<file path="config.mk">
export PLATFORM = sky130hd
export DESIGN_NAME = csv_field_parser
export DESIGN_NICKNAME = d
export VERILOG_FILES = /design/src/design/csvfp_pkg.sv /design/src/design/csv_field_parser.sv /design/src/design/csvfp_ws_buf.sv /design/src/design/csvfp_out_reg.sv
export SDC_FILE = /design/constraint.sdc
export NUM_CORES = 1
export LEC_CHECK = 0
export BUFFER_PORTS_ARGS = -buffer_cell sky130_fd_sc_hd__buf_2
export CAP_MARGIN = 20
export CORE_MARGIN = 5
export CORE_UTILIZATION = 55
export DETAILED_ROUTE_END_ITERATION = 7
export GPL_ROUTABILITY_DRIVEN = 1
export PLACE_DENSITY_LB_ADDON = 0.12
export SYNTH_ARGS = -nofsm -noshare
export SYNTH_HDL_FRONTEND = slang
export SYNTH_SLANG_ARGS = --single-unit
</file>
<file path="constraint.sdc">
create_clock -name i_clk -period 3.33 [get_ports i_clk]
set_clock_uncertainty 0.1 [all_clocks]
set_input_delay 0.8325 -clock i_clk [delete_from_list [all_inputs] [get_ports i_clk]]
set_output_delay 0.8325 -clock i_clk [all_outputs]
set_load 0.05 [all_outputs]
</file>
<file path="src/design/csvfp_pkg.sv">
// Shared types and constants of the CSV field parser.
// Used by the output register, the top level, the checker and the testbench; depends on nothing.

package csvfp_pkg;

    localparam logic [7:0] CHAR_NUL   = 8'h00;
    localparam logic [7:0] CHAR_QUOTE = 8'h22;
    localparam logic [7:0] CHAR_COMMA = 8'h2C;

    typedef enum logic [1:0] {
        ERR_NONE        = 2'd0,
        ERR_UNCLOSED    = 2'd1,
        ERR_AFTER_QUOTE = 2'd2,
        ERR_OVERFLOW    = 2'd3
    } t_err;

    typedef struct packed {
        logic [7:0] out_char;
        logic       char_valid;
        logic       field_end;
        logic       record_end;
        t_err       error_code;
        logic       last;
    } t_result;

    function automatic t_result make_result(input logic [7:0] c, input logic cv,
                                            input logic fe, input logic re,
                                            input t_err err, input logic lst);
        t_result r;
        r.out_char   = cv ? c : 8'h00;
        r.char_valid = cv;
        r.field_end  = fe;
        r.record_end = re;
        r.error_code = err;
        r.last       = lst;
        return r;
    endfunction

    function automatic logic is_ws(input logic [7:0] c);
        return c inside {8'h20, [8'h09:8'h0D]};
    endfunction

endpackage

</file>
<file path="src/design/csv_field_parser.sv">
// Top level of the CSV field parser: parse-mode FSM, flush sequencer.
// Depends on csvfp_pkg, csvfp_ws_buf and csvfp_out_reg.
//
//   channel   direction  handshake                  payload
//   input     in         i_in_valid / o_in_ready    i_ch
//   result    out        o_out_valid / i_out_ready  o_out_char, o_char_valid, o_field_end,
//                                                   o_record_end, o_error_code, o_last
//
// Most items give at most one result item.
// A non-space byte that releases k held whitespace bytes starts a flush after the accepting
// cycle: each held byte is read through the single buffer read port and then emitted, and
// last the byte itself is emitted.
// Reset clears the parse mode, the held count, the sequencer and the output valid;
// the buffer contents are not cleared, since only entries below the count are read.
// A stalled result side holds the output register and blocks further input items.

module csv_field_parser #(
    parameter int PENDING_DEPTH = 16
) (
    input  logic       i_clk,
    input  logic       i_rst_n,
    input  logic       i_in_valid,
    output logic       o_in_ready,
    input  logic [7:0] i_ch,
    output logic       o_out_valid,
    input  logic       i_out_ready,
    output logic [7:0] o_out_char,
    output logic       o_char_valid,
    output logic       o_field_end,
    output logic       o_record_end,
    output logic [1:0] o_error_code,
    output logic       o_last
);

    localparam int AW = $clog2(PENDING_DEPTH > 1 ? PENDING_DEPTH : 2);
    localparam int CW = $clog2(PENDING_DEPTH + 1);

    typedef enum logic [5:0] {
        M_SKIP    = 6'b000001,
        M_PLAIN   = 6'b000010,
        M_QUOTED  = 6'b000100,
        M_QCLOSE  = 6'b001000,
        M_AFTERQ  = 6'b010000,
        M_DISCARD = 6'b100000
    } t_mode;

    typedef enum logic [3:0] {
        S_IDLE    = 4'b0001,
        S_FL_RD   = 4'b0010,
        S_FL_EMIT = 4'b0100,
        S_EMIT_CH = 4'b1000
    } t_seq;

    t_mode   r_mode, n_mode;
    t_seq    r_seq, n_seq;
    logic [CW-1:0] r_count, n_count;
    logic [CW-1:0] r_idx, n_idx;
    logic [7:0]    r_hold, n_hold;

    logic               can_load;
    logic               load;
    csvfp_pkg::t_result res;
    logic               accept;
    logic               wr_en;
    logic               rd_en;
    logic               start_flush;
    logic [7:0]         rdata;
    logic               out_valid;
    csvfp_pkg::t_result out_res;

    assign o_in_ready = (r_seq == S_IDLE) && can_load;
    assign accept     = i_in_valid && o_in_ready;

    always_comb begin
        n_mode      = r_mode;
        n_seq       = r_seq;
        n_count     = r_count;
        n_idx       = r_idx;
        n_hold      = r_hold;
        load        = 1'b0;
        res         = csvfp_pkg::make_result(8'h00, 1'b0, 1'b0, 1'b0,
                                             csvfp_pkg::ERR_NONE, 1'b1);
        wr_en       = 1'b0;
        rd_en       = 1'b0;
        start_flush = 1'b0;

        case (r_seq)
            S_IDLE: begin
                if (accept) begin
                    case (r_mode)
                        M_PLAIN: begin
                            if (i_ch == csvfp_pkg::CHAR_NUL || i_ch == csvfp_pkg::CHAR_COMMA) begin
                                n_count = '0;
                                n_mode  = M_SKIP;
                                load    = 1'b1;
                                res     = csvfp_pkg::make_result(8'h00, 1'b0, 1'b1,
                                              i_ch == csvfp_pkg::CHAR_NUL,
                                              csvfp_pkg::ERR_NONE, 1'b1);
                            end else if (csvfp_pkg::is_ws(i_ch)) begin
                                if (r_count >= CW'(PENDING_DEPTH)) begin
                                    n_count = '0;
                                    n_mode  = M_DISCARD;
                                    load    = 1'b1;
                                    res     = csvfp_pkg::make_result(8'h00, 1'b0, 1'b0,
                                                  1'b0, csvfp_pkg::ERR_OVERFLOW, 1'b1);
                                end else begin
                                    wr_en   = 1'b1;
                                    n_count = r_count + CW'(1);
                                end
                            end else if (r_count == '0) begin
                                load = 1'b1;
                                res  = csvfp_pkg::make_result(i_ch, 1'b1, 1'b0, 1'b0,
                                                              csvfp_pkg::ERR_NONE, 1'b1);
                            end else begin
                                start_flush = 1'b1;
                                n_hold      = i_ch;
                                n_idx       = '0;
                                n_seq       = S_FL_RD;
                            end
                        end
                        M_QUOTED: begin
                            if (i_ch == csvfp_pkg::CHAR_NUL) begin
                                n_mode = M_SKIP;
                                load   = 1'b1;
                                res    = csvfp_pkg::make_result(8'h00, 1'b0, 1'b0, 1'b1,
                                                                csvfp_pkg::ERR_UNCLOSED, 1'b1);
                            end else if (i_ch == csvfp_pkg::CHAR_QUOTE) begin
                                n_mode = M_QCLOSE;
                            end else begin
                                load = 1'b1;
                                res  = csvfp_pkg::make_result(i_ch, 1'b1, 1'b0, 1'b0,
                                                              csvfp_pkg::ERR_NONE, 1'b1);
                            end
                        end
                        M_QCLOSE, M_AFTERQ: begin
                            if (r_mode == M_QCLOSE && i_ch == csvfp_pkg::CHAR_QUOTE) begin
                                // A doubled quote stands for one quote.
                                n_mode = M_QUOTED;
                                load   = 1'b1;
                                res    = csvfp_pkg::make_result(csvfp_pkg::CHAR_QUOTE, 1'b1,
                                             1'b0, 1'b0, csvfp_pkg::ERR_NONE, 1'b1);
                            end else if (i_ch == csvfp_pkg::CHAR_NUL) begin
                                n_mode = M_SKIP;
                                load   = 1'b1;
                                res    = csvfp_pkg::make_result(8'h00, 1'b0, 1'b1, 1'b1,
                                                                csvfp_pkg::ERR_NONE, 1'b1);
                            end else if (i_ch == csvfp_pkg::CHAR_COMMA) begin
                                n_mode = M_SKIP;
                                load   = 1'b1;
                                res    = csvfp_pkg::make_result(8'h00, 1'b0, 1'b1, 1'b0,
                                                                csvfp_pkg::ERR_NONE, 1'b1);
                            end else if (csvfp_pkg::is_ws(i_ch)) begin
                                n_mode = M_AFTERQ;
                            end else begin
                                n_mode = M_DISCARD;
                                load   = 1'b1;
                                res    = csvfp_pkg::make_result(8'h00, 1'b0, 1'b0, 1'b0,
                                             csvfp_pkg::ERR_AFTER_QUOTE, 1'b1);
                            end
                        end
                        M_DISCARD: begin
                            if (i_ch == csvfp_pkg::CHAR_NUL) begin
                                n_mode = M_SKIP;
                                load   = 1'b1;
                                res    = csvfp_pkg::make_result(8'h00, 1'b0, 1'b0, 1'b1,
                                                                csvfp_pkg::ERR_NONE, 1'b1);
                            end
                        end
                        default: begin
                            n_mode  = M_SKIP;
                            n_count = '0;
                            if (i_ch == csvfp_pkg::CHAR_NUL) begin
                                load = 1'b1;
                                res  = csvfp_pkg::make_result(8'h00, 1'b0, 1'b0, 1'b1,
                                                              csvfp_pkg::ERR_NONE, 1'b1);
                            end else if (csvfp_pkg::is_ws(i_ch)) begin
                                n_mode = M_SKIP;
                            end else if (i_ch == csvfp_pkg::CHAR_QUOTE) begin
                                n_mode = M_QUOTED;
                            end else if (i_ch == csvfp_pkg::CHAR_COMMA) begin
                                load = 1'b1;
                                res  = csvfp_pkg::make_result(8'h00, 1'b0, 1'b1, 1'b0,
                                                              csvfp_pkg::ERR_NONE, 1'b1);
                            end else begin
                                n_mode = M_PLAIN;
                                load   = 1'b1;
                                res    = csvfp_pkg::make_result(i_ch, 1'b1, 1'b0, 1'b0,
                                                                csvfp_pkg::ERR_NONE, 1'b1);
                            end
                        end
                    endcase
                end
            end
            S_FL_RD: begin
                rd_en = 1'b1;
                n_seq = S_FL_EMIT;
            end
            S_FL_EMIT: begin
                if (can_load) begin
                    load = 1'b1;
                    res  = csvfp_pkg::make_result(rdata, 1'b1, 1'b0, 1'b0,
                                                  csvfp_pkg::ERR_NONE, 1'b0);
                    if (r_idx + CW'(1) == r_count) begin
                        n_seq = S_EMIT_CH;
                    end else begin
                        n_idx = r_idx + CW'(1);
                        n_seq = S_FL_RD;
                    end
                end
            end
            S_EMIT_CH: begin
                if (can_load) begin
                    load    = 1'b1;
                    res     = csvfp_pkg::make_result(r_hold, 1'b1, 1'b0, 1'b0,
                                                     csvfp_pkg::ERR_NONE, 1'b1);
                    n_count = '0;
                    n_seq   = S_IDLE;
                end
            end
            default: begin
                n_seq = S_IDLE;
            end
        endcase
    end

    always_ff @(posedge i_clk) begin
        if (!i_rst_n) begin
            r_mode  <= M_SKIP;
            r_seq   <= S_IDLE;
            r_count <= '0;
            r_idx   <= '0;
        end else begin
            r_mode  <= n_mode;
            r_seq   <= n_seq;
            r_count <= n_count;
            r_idx   <= n_idx;
        end
    end

    always_ff @(posedge i_clk) begin
        r_hold <= n_hold;
    end

    csvfp_ws_buf #(
        .DEPTH (PENDING_DEPTH),
        .AW    (AW)
    ) u_ws_buf (
        .i_clk   (i_clk),
        .i_we    (wr_en),
        .i_waddr (r_count[AW-1:0]),
        .i_wdata (i_ch),
        .i_re    (rd_en),
        .i_raddr (r_idx[AW-1:0]),
        .o_rdata (rdata)
    );

    csvfp_out_reg u_out_reg (
        .i_clk       (i_clk),
        .i_rst_n     (i_rst_n),
        .i_load      (load),
        .i_res       (res),
        .i_out_ready (i_out_ready),
        .o_can_load  (can_load),
        .o_valid     (out_valid),
        .o_res       (out_res)
    );

    assign o_out_valid  = out_valid;
    assign o_out_char   = out_res.out_char;
    assign o_char_valid = out_res.char_valid;
    assign o_field_end  = out_res.field_end;
    assign o_record_end = out_res.record_end;
    assign o_error_code = out_res.error_code;
    assign o_last       = out_res.last;

    // A flush only starts with held bytes, and its read index stays below the count.
    a_flush_nonempty: assert property (@(posedge i_clk) disable iff (!i_rst_n)
        (r_seq == S_FL_RD || r_seq == S_FL_EMIT) |-> (r_count != '0 && r_idx < r_count))
        else $error("flush index out of range of held bytes");

    a_write_in_range: assert property (@(posedge i_clk) disable iff (!i_rst_n)
        wr_en |-> (r_count < CW'(PENDING_DEPTH) && r_mode == M_PLAIN))
        else $error("whitespace buffer written beyond its depth");

    // Held bytes exist only inside an unquoted field.
    a_count_plain_only: assert property (@(posedge i_clk) disable iff (!i_rst_n)
        (r_count != '0) |-> (r_mode == M_PLAIN))
        else $error("held whitespace outside an unquoted field");

    a_flush_blocks_input: assert property (@(posedge i_clk) disable iff (!i_rst_n)
        start_flush |=> (!o_in_ready && r_seq == S_FL_RD))
        else $error("input accepted while a flush is pending");

    // Every flush ends with the held byte, which closes the item.
    a_flush_tail_last: assert property (@(posedge i_clk) disable iff (!i_rst_n)
        (r_seq == S_EMIT_CH && load) |-> res.last)
        else $error("held byte emitted without last");

endmodule

</file>
<file path="src/design/csvfp_ws_buf.sv">
// Held-whitespace buffer: one write port, one registered read port.
// Stand-alone; no package needed.

module csvfp_ws_buf #(
    parameter int DEPTH = 16,
    parameter int AW    = 4
) (
    input  logic          i_clk,
    input  logic          i_we,
    input  logic [AW-1:0] i_waddr,
    input  logic [7:0]    i_wdata,
    input  logic          i_re,
    input  logic [AW-1:0] i_raddr,
    output logic [7:0]    o_rdata
);

    logic [7:0] r_mem [DEPTH];
    logic [7:0] r_rdata;

    always_ff @(posedge i_clk) begin
        if (i_we) begin
            r_mem[i_waddr] <= i_wdata;
        end
        // Read data holds until the next read, so a stalled consumer sees it stable.
        if (i_re) begin
            r_rdata <= r_mem[i_raddr];
        end
    end

    assign o_rdata = r_rdata;

endmodule

</file>
<file path="src/design/csvfp_out_reg.sv">
// One-entry output register for result items.
// Depends on csvfp_pkg for the result struct.

module csvfp_out_reg (
    input  logic               i_clk,
    input  logic               i_rst_n,
    input  logic               i_load,
    input  csvfp_pkg::t_result i_res,
    input  logic               i_out_ready,
    output logic               o_can_load,
    output logic               o_valid,
    output csvfp_pkg::t_result o_res
);

    logic               r_valid;
    logic               n_valid;
    csvfp_pkg::t_result r_res;

    assign o_can_load = !r_valid || i_out_ready;

    always_comb begin
        n_valid = r_valid;
        if (i_load) begin
            n_valid = 1'b1;
        end else if (i_out_ready) begin
            n_valid = 1'b0;
        end
    end

    always_ff @(posedge i_clk) begin
        if (!i_rst_n) begin
            r_valid <= 1'b0;
        end else begin
            r_valid <= n_valid;
        end
    end

    always_ff @(posedge i_clk) begin
        if (i_load) begin
            r_res <= i_res;
        end
    end

    assign o_valid = r_valid;
    assign o_res   = r_res;

endmodule

</file>
==> key figures, run 1 <==
STA
  – Final hold violation count: 0
  – Part of the cycle the worst path needs: 87.5%
  – Unrepaired setup endpoints after global routing: no
  – Final setup fails: 0
  – Max-slew violation count: 0
  – Rel. slew slack: 30.0%
  – Worst slew pin tran: 1.05 ns
  – Worst Slack Setup Final: 0.417 ns
  – Fmax: 343 MHz
  – WHS: 0.465 ns
  – Min cycle time layout: 2.91 ns

Critical path
  – Crit. End Element: flip-flop
  – Setup crit start kind: primary input
  – Crit path DAT: 2.94 ns
  – Worst Path Required: 3.36 ns
  – Type of the worst setup path: primary input to flip-flop
  – CP max FO: 8

Route
  – Drt total wl: 18,700 um
  – Residual DRC: 0
  – Met2 routed WL: 9410 um
  – Met3 routed WL: 1260 um
  – Via count: 4,971
  – DR top layer: met4
  – Vias per Instance: 6.43
  – Wirelength per Cell: 24.3 um
  – Initial DRC Count: 535
  – DRT Pass-1 Iters: 5
  – Met1 Routed Length: 7700 um
  – Final ANT Viol Nets: 0

CTS
  – Clock Sinks: 179
  – Clk Tree Root Cell: clkbuf_16
  – Postcts setup bufs: 0
  – Clock tree buffer depth: 2
  – Clock transition at path regs: 0.07 ns
  – # resized after CTS: 0
  – CTS tree: yes
  – CTS Buf Count: 17
  – H-tree depth: 4
  – Cts hold-fix bufs: 0
  – Clk Latency, worst-skew pair: 0.43 ns

Yosys
  – Post-Synthesis Cells: 521
  – Synth Cell Area: 0.00793 mm2
  – Synth area leaders: edfxtp_1 60%, mux4_2 11%, dfxtp_1 5.3%, nor2_1 1.7%, nand3_1 1.4%
  – Fraction of registers with async set/reset: 0%
  – Mean Syn Cell Area: 15.2 um2
  – Ys flop type: edfxtp_1
  – Number of synthesized flops with an enable pin: 158
  – Synth Net Count: 538
  – Distinct cells, synth: 68
  – Synth warn: 0
  – Synth top area share: 59.8%
  – Register area share after synthesis: 65.1%
  – Synth area leader: edfxtp_1
  – Synth Register Bits: 179

Placed design
  – Dpl hpwl: 12,600 um
  – Placer Congestion: 0.895
  – Placed Area: 0.00852 mm2
  – I/O Buffers: 27
  – Pre-CTS setup slack: 0.00405 ns

Pwr
  – Clk pwr share: 42.9%
  – Switching Share: 22.4%
  – Sw power: 1.07 mW
  – Leak: 3.04 nW
  – Sequential share of power: 51.4%
  – Combinational power share: 5.6%
  – Pint: 3.73 mW
  – VDD IR-drop max: 505 uV
  – Power Density: 526 mW/mm2

Global routing
  – Total Routing Usage GR: 23.4%
  – First-pass GRT wire length: 28,600 um
  – Global route overflow: 0
  – Largest net degree at the start of global routing: 36
  – Number of global-route vias before repair: 4,759
  – Initial antenna violation count: 0

Hold path
  – Hold Path Class: flip-flop to flip-flop

Die
  – Die height: 130 um
  – Std-Cell Core Area: 0.0140 mm2
  – Die area: 0.0169 mm2
  – Die width: 130 um
  – Initial Utilization: 56.7%
  – Std-Cell Rows: 43
  – I/O pin count: 28

Final layout
  – Fraction of layout cells with a size suffix above 1: 26.7%
  – Most common cell after layout, fill and taps aside: edfxtp_1
  – Fin area: 0.00913 mm2
  – Layout fillers: 1,012
  – Layout Nets: 597
  – Most frequent cells in the layout: 158 x edfxtp_1, 45 x buf_4, 40 x mux4_2
  – Synthesis-to-layout area growth: 15.1%

Run status
  – Status: complete, no violations

Job
  – Max Cap Viol: 0
-- layer usage --
layer / vias up / global-route usage, %
met4: 0 / 6.66
met3: 38 / 5.12
met5: - / 0
met1: 2515 / 31.8
met2: 219 / 38.5
li1: 2199 / -
-- synth_stat cells (3+ instances only) --
cell type / instances
ha_1: 5
nand4_1: 3
and2_1: 3
edfxtp_1: 158
xnor2_1: 7
nor4b_1: 7
o31ai_1: 4
o21ai_0: 12
nand3_1: 22
xor2_1: 4
inv_1: 6
nand2b_1: 15
nor2_1: 36
nand2_1: 19
a21oi_1: 14
o211ai_1: 3
a31oi_1: 3
a22oi_1: 4
nor3_1: 17
nand3b_1: 6
dfxtp_1: 21
a22o_1: 3
clkbuf_1: 19
buf_1: 4
and3_1: 9
o211a_1: 3
o21a_1: 6
mux4_2: 40
a21o_1: 6
a21boi_0: 4
buf_2: 9
-- cell families (layout without fill, tap and decap cells) --
kind of cell,after synthesis,count (layout),synth area share (%)
compound gates,85,85,8.08
xor+xnor,11,11,1.21
fa+ha+maj,5,5,0.789
buf+inv,40,111,2.08
flops,179,179,65.1
mux,43,43,11.8
other cells,0,1,0
simple gates,158,158,11.0
-- per-stage QoR --
step	cells	total power, mW	utilization [%]	TNS, ns
floorplan	521	2.68	-	-1.46
global placement	741	2.79	60.9	0
detailed placement	741	2.79	60.9	0
CTS	772	4.83	65.3	0
global route	772	4.95	65.3	0
finish	773	4.81	65.3	0
-- worst max-delay path: stages --
cell and delay (ns):
buf_2 0.10, or3_1 0.50, buf_4 0.22, a211oi_2 0.22
nor2_1 0.12, nor3_1 0.25, buf_4 0.18, nand2_1 0.12
nor3_1 0.17, buf_4 0.22
-- state kept, by name, summed over array words and instances, names as in the netlist --
register           cells
u_ws_buf.r_mem       128
u_ws_buf.o_rdata       8
u_out_reg.o_valid      1
r_count                5
r_mode                 6
u_out_reg.o_res       14
r_seq                  4
r_idx                  5
r_hold                 8
-- power groups by stage --
stage / combinational [mW] / sequential (mW) / clock [mW]
floorplan: 0.103 / 2.58 / 0
global placement: 0.266 / 2.52 / 0
detailed placement: 0.269 / 2.52 / 0
CTS: 0.270 / 2.47 / 2.09
global route: 0.288 / 2.47 / 2.19
finish: 0.271 / 2.47 / 2.06
-- final timing paths --
| kind | startpoint | end | slack (ns) | depth (start not counted) |
|---|---|---|---|---|
| worst max-delay path | i_ch[4] | u_ws_buf.r_mem[3][7] | 0.42 | 10 |
| worst min-delay path | r_mode[2] | r_mode[2] | 0.47 | 2 |
| worst max register to register | r_mode[3] | u_out_reg.o_res[13] | 0.44 | 6 |
| worst min register to register | r_mode[2] | r_mode[2] | 0.47 | 2 |
-- layout make-up --
class,instances,area [um2],area share [%]
multi-input combinational,302,2610,28.6
timing repair buffer,73,493,5.40
antenna,1,2.50,0.0274
tap,180,225,2.47
clock inverter,12,173,1.89
clock buffer,19,433,4.74
inverter,7,26.3,0.288
sequential,179,5170,56.6
Note: power is estimated with default switching activity, not from simulation.
==> inputs of run 2 (changes only) <==
--- a/config.mk
+++ b/config.mk
@@ -7,11 +7,12 @@
 export LEC_CHECK = 0
 export BUFFER_PORTS_ARGS = -buffer_cell sky130_fd_sc_hd__buf_2
 export CAP_MARGIN = 20
+export CORE_ASPECT_RATIO = 1.4
 export CORE_MARGIN = 5
 export CORE_UTILIZATION = 55
 export DETAILED_ROUTE_END_ITERATION = 7
 export GPL_ROUTABILITY_DRIVEN = 1
-export PLACE_DENSITY_LB_ADDON = 0.12
+export PLACE_DENSITY = 0.75
 export SYNTH_ARGS = -nofsm -noshare
 export SYNTH_HDL_FRONTEND = slang
 export SYNTH_SLANG_ARGS = --single-unit
==> run 2 against run 1 <==
Against the previous run: die area grew 0.20%; largest power group unchanged; wire length shrank 2.3%; critical path type unchanged; sequential power is essentially flat; critical endpoint is now u_ws_buf.r_mem[3][0]; register-to-register slack gained 0.03 ns; combinational power is essentially flat.
==> key figures, run 2 (synthesis gave the netlist of run 1 again) <==
Run status
  – Status: complete, no violations

Placed design
  – Pre-CTS setup slack: 0.0561 ns (+0.0520 ns)
  – Placer Congestion: 0.983 (+9.7%)
  – Dpl hpwl: 12,900 um (+2.6%)
  – I/O Buffers: 27 (unchanged)

Final layout
  – Layout Nets: 602 (+0.84%)
  – Layout fillers: 1,005 (-0.69%)
  – Max FFs per register: 128 (unchanged)
  – Most frequent cells in the layout: 158 x edfxtp_1, 49 x buf_4, 40 x mux4_2
  – Top reg by flops: u_ws_buf.r_mem
  – ANT cells: 0 (-1)
  – Fraction of layout cells with a size suffix above 1: 27.9% (+1.2 points)
  – Final design utilization: 64.3% (-1.0 points)
  – Most common cell after layout, fill and taps aside: edfxtp_1
  – Synthesis-to-layout area growth: 16.0%

Pwr
  – Combinational power share: 5.6% (about the same)
  – Sequential share of power: 51.7% (+0.3 points)
  – Power Density: 519 mW/mm2 (-1.3%)
  – Leak: 3.07 nW (+1.3%)
  – Pint: 3.62 mW (-2.9%)
  – Clk pwr share: 42.6% (-0.3 points)
  – Sw power: 1.15 mW (+7.3%)
  – VDD IR-drop max: 344 uV (-32%)
  – Switching Share: 24.2% (+1.8 points)

STA
  – Rel. slew slack: 45.9% (+16 points)
  – Worst slew pin tran: 0.804 ns (-0.242 ns)
  – Final setup fails: 0 (unchanged)
  – Min cycle time layout: 2.98 ns (+0.0636 ns)
  – Max-slew violation count: 0 (unchanged)
  – Fmax: 336 MHz (-2.1%)
  – Part of the cycle the worst path needs: 89.4% (+1.9 points)
  – Final hold violation count: 0 (unchanged)
  – Unrepaired setup endpoints after global routing: no
  – Worst Slack Setup Final: 0.353 ns (-0.0636 ns)

Critical path
  – Setup crit start kind: primary input
  – Crit path cell chain: buf_2 > or4b_1 > a211oi_2 > nor2_1 > nor3_1 > buf_4 > nand2_1 > nor3_1 > buf_4
  – CP max FO: 8 (unchanged)
  – Crit. End Element: flip-flop
  – Worst Path Required: 3.37 ns (about the same)
  – Type of the worst setup path: primary input to flip-flop
  – CP delay by family, top: simple AND/OR/NAND/NOR gates
  – CP max stage cell: or4b_1
  – Crit path DAT: 3.02 ns (+0.08 ns)
  – Buf/Inv on CP: 3 (-1)
  – Max incr delay on CP: 0.61 ns (+0.11 ns)

Global routing
  – Total Routing Usage GR: 22.4% (-1.0 points)
  – First-pass GRT wire length: 28,600 um (about the same)
  – Global route overflow: 0 (unchanged)
  – Largest net degree at the start of global routing: 36 (unchanged)
  – Initial antenna violation count: 0 (unchanged)
  – Number of global-route vias before repair: 4,861 (+2.1%)

Route
  – Drt total wl: 18,300 um (-2.3%)
  – Residual DRC: 0 (unchanged)
  – Vias per Instance: 6.32 (-1.7%)
  – Final ANT Viol Nets: 0 (unchanged)
  – Initial DRC Count: 533 (-0.37%)
  – Wirelength per Cell: 23.3 um (-4.0%)
  – Via count: 4,973 (+0.040%)
  – DRT Pass-1 Iters: 5 (unchanged)

CTS
  – CTS tree: yes
  – Cts hold-fix bufs: 0 (unchanged)
  – H-tree depth: 4 (unchanged)
  – CTS Buf Count: 17 (unchanged)
  – # resized after CTS: 0 (unchanged)
  – Clk Latency, worst-skew pair: 0.43 ns (about the same)
  – Clock Sinks: 179 (unchanged)
  – Postcts setup bufs: 0 (unchanged)
  – Clk Tree Root Cell: clkbuf_16
  – Clock tree buffer depth: 2 (unchanged)
  – Clock transition at path regs: 0.07 ns (about the same)

Die
  – Die width: 111 um (-14%)
  – I/O pin count: 28 (unchanged)
  – Initial Utilization: 55.4% (-1.3 points)
  – Die area: 0.0170 mm2 (+0.20%)
  – Std-Cell Core Area: 0.0143 mm2 (+2.3%)
  – Die height: 152 um (+17%)
  – Std-Cell Rows: 52 (+21%)

Hold path
  – Hold Path Class: flip-flop to flip-flop

Job
  – Max Cap Viol: 0 (unchanged)
==> run 2: cell types whose count changed in the layout (fill, tap and decap cells not counted) <==
cell	change
clkinv_4	-1
bufinv_16	-2
clkinv_1	-1
buf_4	+4
clkinvlp_4	-1
diode_2	-1
clkinv_8	+5
inv_6	+3
clkbuf_1	-2
clkbuf_4	+1
==> run 2: worst register-to-register path, stage by stage, from the launching register on <==
cell and delay (ns):
dfxtp_1 0.54, xor2_1 0.18, o211ai_1 0.52, nand3_1 0.38, o31ai_1 0.54, a41oi_1 0.13
a21o_1 0.23
==> run 2: area by class of cell <==
cell class | count | area [um2] | area share (%)
Timing Repair Buffer | 78 | 531 | 5.77
Multi-Input combinational cell | 302 | 2610 | 28.4
Clock inverter | 15 | 200 | 2.18
Tap cell | 189 | 236 | 2.57
Clock buffer | 17 | 425 | 4.63
Sequential cell | 179 | 5170 | 56.2
Inverter | 7 | 26.3 | 0.286
==> run 2: metal layers <==
layer / vias up / part of all wire, % / track usage, %
met5: - / 0 / 0
met2: 231 / 53 / 39.1
met1: 2490 / 37 / 27.1
met3: 48 / 5.4 / 3.58
li1: 2204 / - / -
met4: 0 / 4.1 / 10.8
==> run 2: final timing paths <==
path         startpoint                    to  slack (ns)  cells past startpoint
max reg2reg   r_mode[3]   u_out_reg.o_res[11]        0.47                      6
min           r_hold[0]    u_out_reg.o_res[6]        0.45                      1
max             i_ch[3]  u_ws_buf.r_mem[3][0]        0.35                      9
min reg2reg   r_hold[0]    u_out_reg.o_res[6]        0.45                      1
==> run 2: power groups by stage <==
stage / clock network (mW) / logic, mW / registers, mW
after floorplan: 0 / 0.103 / 2.58
after global placement: 0 / 0.264 / 2.52
after detailed placement: 0 / 0.268 / 2.52
after CTS: 2.06 / 0.269 / 2.47
after global routing: 2.17 / 0.287 / 2.47
final: 2.04 / 0.269 / 2.47
==> run 2: through the flow <==
stage	instances	hold WS (ns)	power (mW)	setup TNS (ns)	area, um2
after CTS	786	0.456	4.80	0	9190
after global placement	754	0.443	2.78	0	8560
after global routing	787	0.479	4.93	0	9200
after detailed placement	754	0.440	2.79	0	8560
final	787	0.453	4.78	0	9200
after floorplan	521	0.409	2.68	-1.46	7940
==> inputs of run 3 (changes only) <==
--- a/config.mk
+++ b/config.mk
@@ -9,10 +9,10 @@
 export CAP_MARGIN = 20
 export CORE_ASPECT_RATIO = 1.4
 export CORE_MARGIN = 5
-export CORE_UTILIZATION = 55
+export CORE_UTILIZATION = 50
 export DETAILED_ROUTE_END_ITERATION = 7
 export GPL_ROUTABILITY_DRIVEN = 1
-export PLACE_DENSITY = 0.75
+export PLACE_DENSITY = 0.69
 export SYNTH_ARGS = -nofsm -noshare
 export SYNTH_HDL_FRONTEND = slang
 export SYNTH_SLANG_ARGS = --single-unit
==> run 3 against run 2 <==
Against the previous run: non-clock buffer count is 4 lower; via count is 1.5% lower; core utilization is 5.8 points lower; die area is 9.2% higher; register-to-register slack better by 0.10 ns; wire length is 1.8% higher; setup slack better by 0.11 ns; combinational power hardly changed; critical endpoint is now o_in_ready; largest cell class unchanged; largest power group unchanged.
==> key figures, run 3 (synthesis gave the netlist of run 1 again) <==
Route
  – Drt total wl: 18,600 um (+1.8%)
  – Residual DRC: 0 (unchanged)
  – Initial DRC Count: 416 (-22%)
  – Final ANT Viol Nets: 0 (unchanged)
  – DRT Pass-1 Iters: 6 (+1)
  – Wirelength per Cell: 23.6 um (+1.4%)
  – Vias per Instance: 6.20 (-1.9%)
  – Via count: 4,896 (-1.5%)

CTS
  – Clock tree buffer depth: 2 (unchanged)
  – H-tree depth: 4 (unchanged)
  – Clock transition at path regs: 0.07 ns (about the same)
  – Clk Latency, worst-skew pair: 0.44 ns (about the same)
  – Clock Sinks: 179 (unchanged)
  – # resized after CTS: 0 (unchanged)
  – Clk Tree Root Cell: clkbuf_16
  – Postcts setup bufs: 0 (unchanged)
  – Cts hold-fix bufs: 0 (unchanged)
  – CTS tree: yes
  – CTS Buf Count: 17 (unchanged)

Placed design
  – Dpl cells: 758 (+0.53%)
  – Dpl hpwl: 13,200 um (+2.4%)
  – I/O Buffers: 27 (unchanged)
  – Placed Area: 0.00854 mm2 (-0.31%)
  – Placer Congestion: 0.960 (-2.3%)

Critical path
  – Crit path cell chain: or4b_2 > nor2_1 > buf_2
  – Crit path DAT: 1.93 ns (-1.09 ns)
  – Type of the worst setup path: flip-flop to output port
  – Setup crit start kind: flip-flop
  – Worst Path Required: 2.40 ns (-0.97 ns)
  – CP delay by family, top: simple AND/OR/NAND/NOR gates
  – Buf/Inv on CP: 1 (-2)
  – Max incr delay on CP: 0.63 ns (+0.02 ns)
  – CP max FO: 9 (+1)
  – FF-to-FF path depth: 9 (+3)
  – Crit. End Element: output port
  – CP max stage cell: or4b_2
  – Crit path depth: 3 (-6)

STA
  – Final setup fails: 0 (unchanged)
  – Fmax: 349 MHz (+3.9%)
  – Max-slew violation count: 0 (unchanged)
  – Min cycle time layout: 2.87 ns (-0.111 ns)
  – Part of the cycle the worst path needs: 86.1% (-3.3 points)
  – Rel. slew slack: 28.7% (-17 points)
  – Final hold violation count: 0 (unchanged)
  – Worst slew pin tran: 1.07 ns (+0.263 ns)
  – Unrepaired setup endpoints after global routing: no

Die
  – Die area: 0.0185 mm2 (+9.2%)
  – Die height: 159 um (+4.6%)
  – Initial Utilization: 50.8% (-4.6 points)
  – Std-Cell Rows: 54 (+3.8%)
  – I/O pin count: 28 (unchanged)
  – Std-Cell Core Area: 0.0156 mm2 (+9.0%)
  – Die width: 116 um (+4.4%)

Final layout
  – Fin area: 0.00913 mm2 (-0.73%)
  – Most common cell after layout, fill and taps aside: edfxtp_1
  – Area of the multi-input gates: 0.00261 mm2 (unchanged)
  – Finished Layout Cells: 790 (+0.38%)
  – Synthesis-to-layout area growth: 15.1%
  – Sequential cell area: 0.00517 mm2 (unchanged)
  – Max FFs per register: 128 (unchanged)
  – Fraction of layout cells with a size suffix above 1: 27.3% (-0.65 points)
  – Layout Nets: 598 (-0.66%)
  – Layout fillers: 1,209 (+20%)
  – Top reg by flops: u_ws_buf.r_mem
  – Most frequent cells in the layout: 158 x edfxtp_1, 47 x buf_4, 40 x mux4_2
  – ANT cells: 0 (unchanged)

Hold path
  – WHS Path Cells: 2 (+1)
  – Hold Path Class: flip-flop to flip-flop

Pwr
  – Power Density: 514 mW/mm2 (-0.93%)
  – Sw power: 1.16 mW (+0.32%)
  – Pint: 3.54 mW (-2.3%)
  – Total chip power: 4.70 mW (-1.7%)
  – Sequential share of power: 52.6% (+0.9 points)
  – Switching Share: 24.6% (+0.49 points)
  – Combinational power share: 5.8% (+0.2 points)
  – VDD IR-drop max: 456 uV (+33%)
  – Clk pwr share: 41.6% (-1.0 points)
  – Leak: 3.04 nW (-1.2%)

Run status
  – Status: complete, no violations

Global routing
  – First-pass GRT wire length: 28,400 um (-0.48%)
  – Number of global-route vias before repair: 5,023 (+3.3%)
  – Total Routing Usage GR: 21.0% (-1.4 points)
  – Largest net degree at the start of global routing: 33 (-8.3%)
  – Initial antenna violation count: 0 (unchanged)
  – Global route overflow: 0 (unchanged)

Job
  – Max Cap Viol: 0 (unchanged)
==> run 3: path summary, 6_finish.rpt <==
kind	start	end	slack (ns)
setup / recovery	r_seq[0]	o_in_ready	0.46
hold / removal	r_mode[0]	r_mode[0]	0.46
setup reg to reg	r_count[0]	u_out_reg.o_res[9]	0.57
hold reg to reg	r_mode[0]	r_mode[0]	0.46
==> run 3: power by group through the flow <==
stage	registers, mW	logic (mW)	clock network, mW
floorplan	2.58	0.103	0
CTS	2.47	0.272	1.99
global route	2.47	0.290	2.08
detailed placement	2.52	0.271	0
finish	2.47	0.271	1.95
global placement	2.52	0.270	0
==> run 3: metrics by stage <==
| step | worst slack (ns) | setup TNS, ns | utilization, % | hold WS (ns) |
|---|---|---|---|---|
| after detailed placement | 0.0844 | 0 | 54.7 | 0.448 |
| after global placement | 0.110 | 0 | 54.7 | 0.443 |
| after CTS | 0.431 | 0 | 58.5 | 0.465 |
| after global routing | 0.252 | 0 | 58.5 | 0.469 |
| after floorplan | -0.0909 | -1.46 | - | 0.409 |
| final | 0.463 | 0 | 58.5 | 0.464 |
==> run 3: worst min-delay path, stage by stage, from the launching register on <==
cell,delay (ns)
dfxtp_1,0.35
nor2_1,0.11
o21ai_1,0.06
==> run 3: cell type report <==
| type | count | share of cell area (%) |
|---|---|---|
| inverters | 7 | 0.288 |
| multi-input cells | 302 | 28.6 |
| clock inverters | 14 | 1.78 |
| flip-flops and latches | 179 | 56.6 |
| clock buffers | 18 | 4.70 |
| well taps | 196 | 2.69 |
| repair buffers | 74 | 5.34 |
==> run 3: per-layer routing <==
layer	GRT usage (%)	vias to the layer above	share of wire, %
met4	12.8	0	5.5
met3	4.56	53	4.9
met1	24.8	2461	39
met5	0	-	0
met2	34.3	182	51
li1	-	2200	-
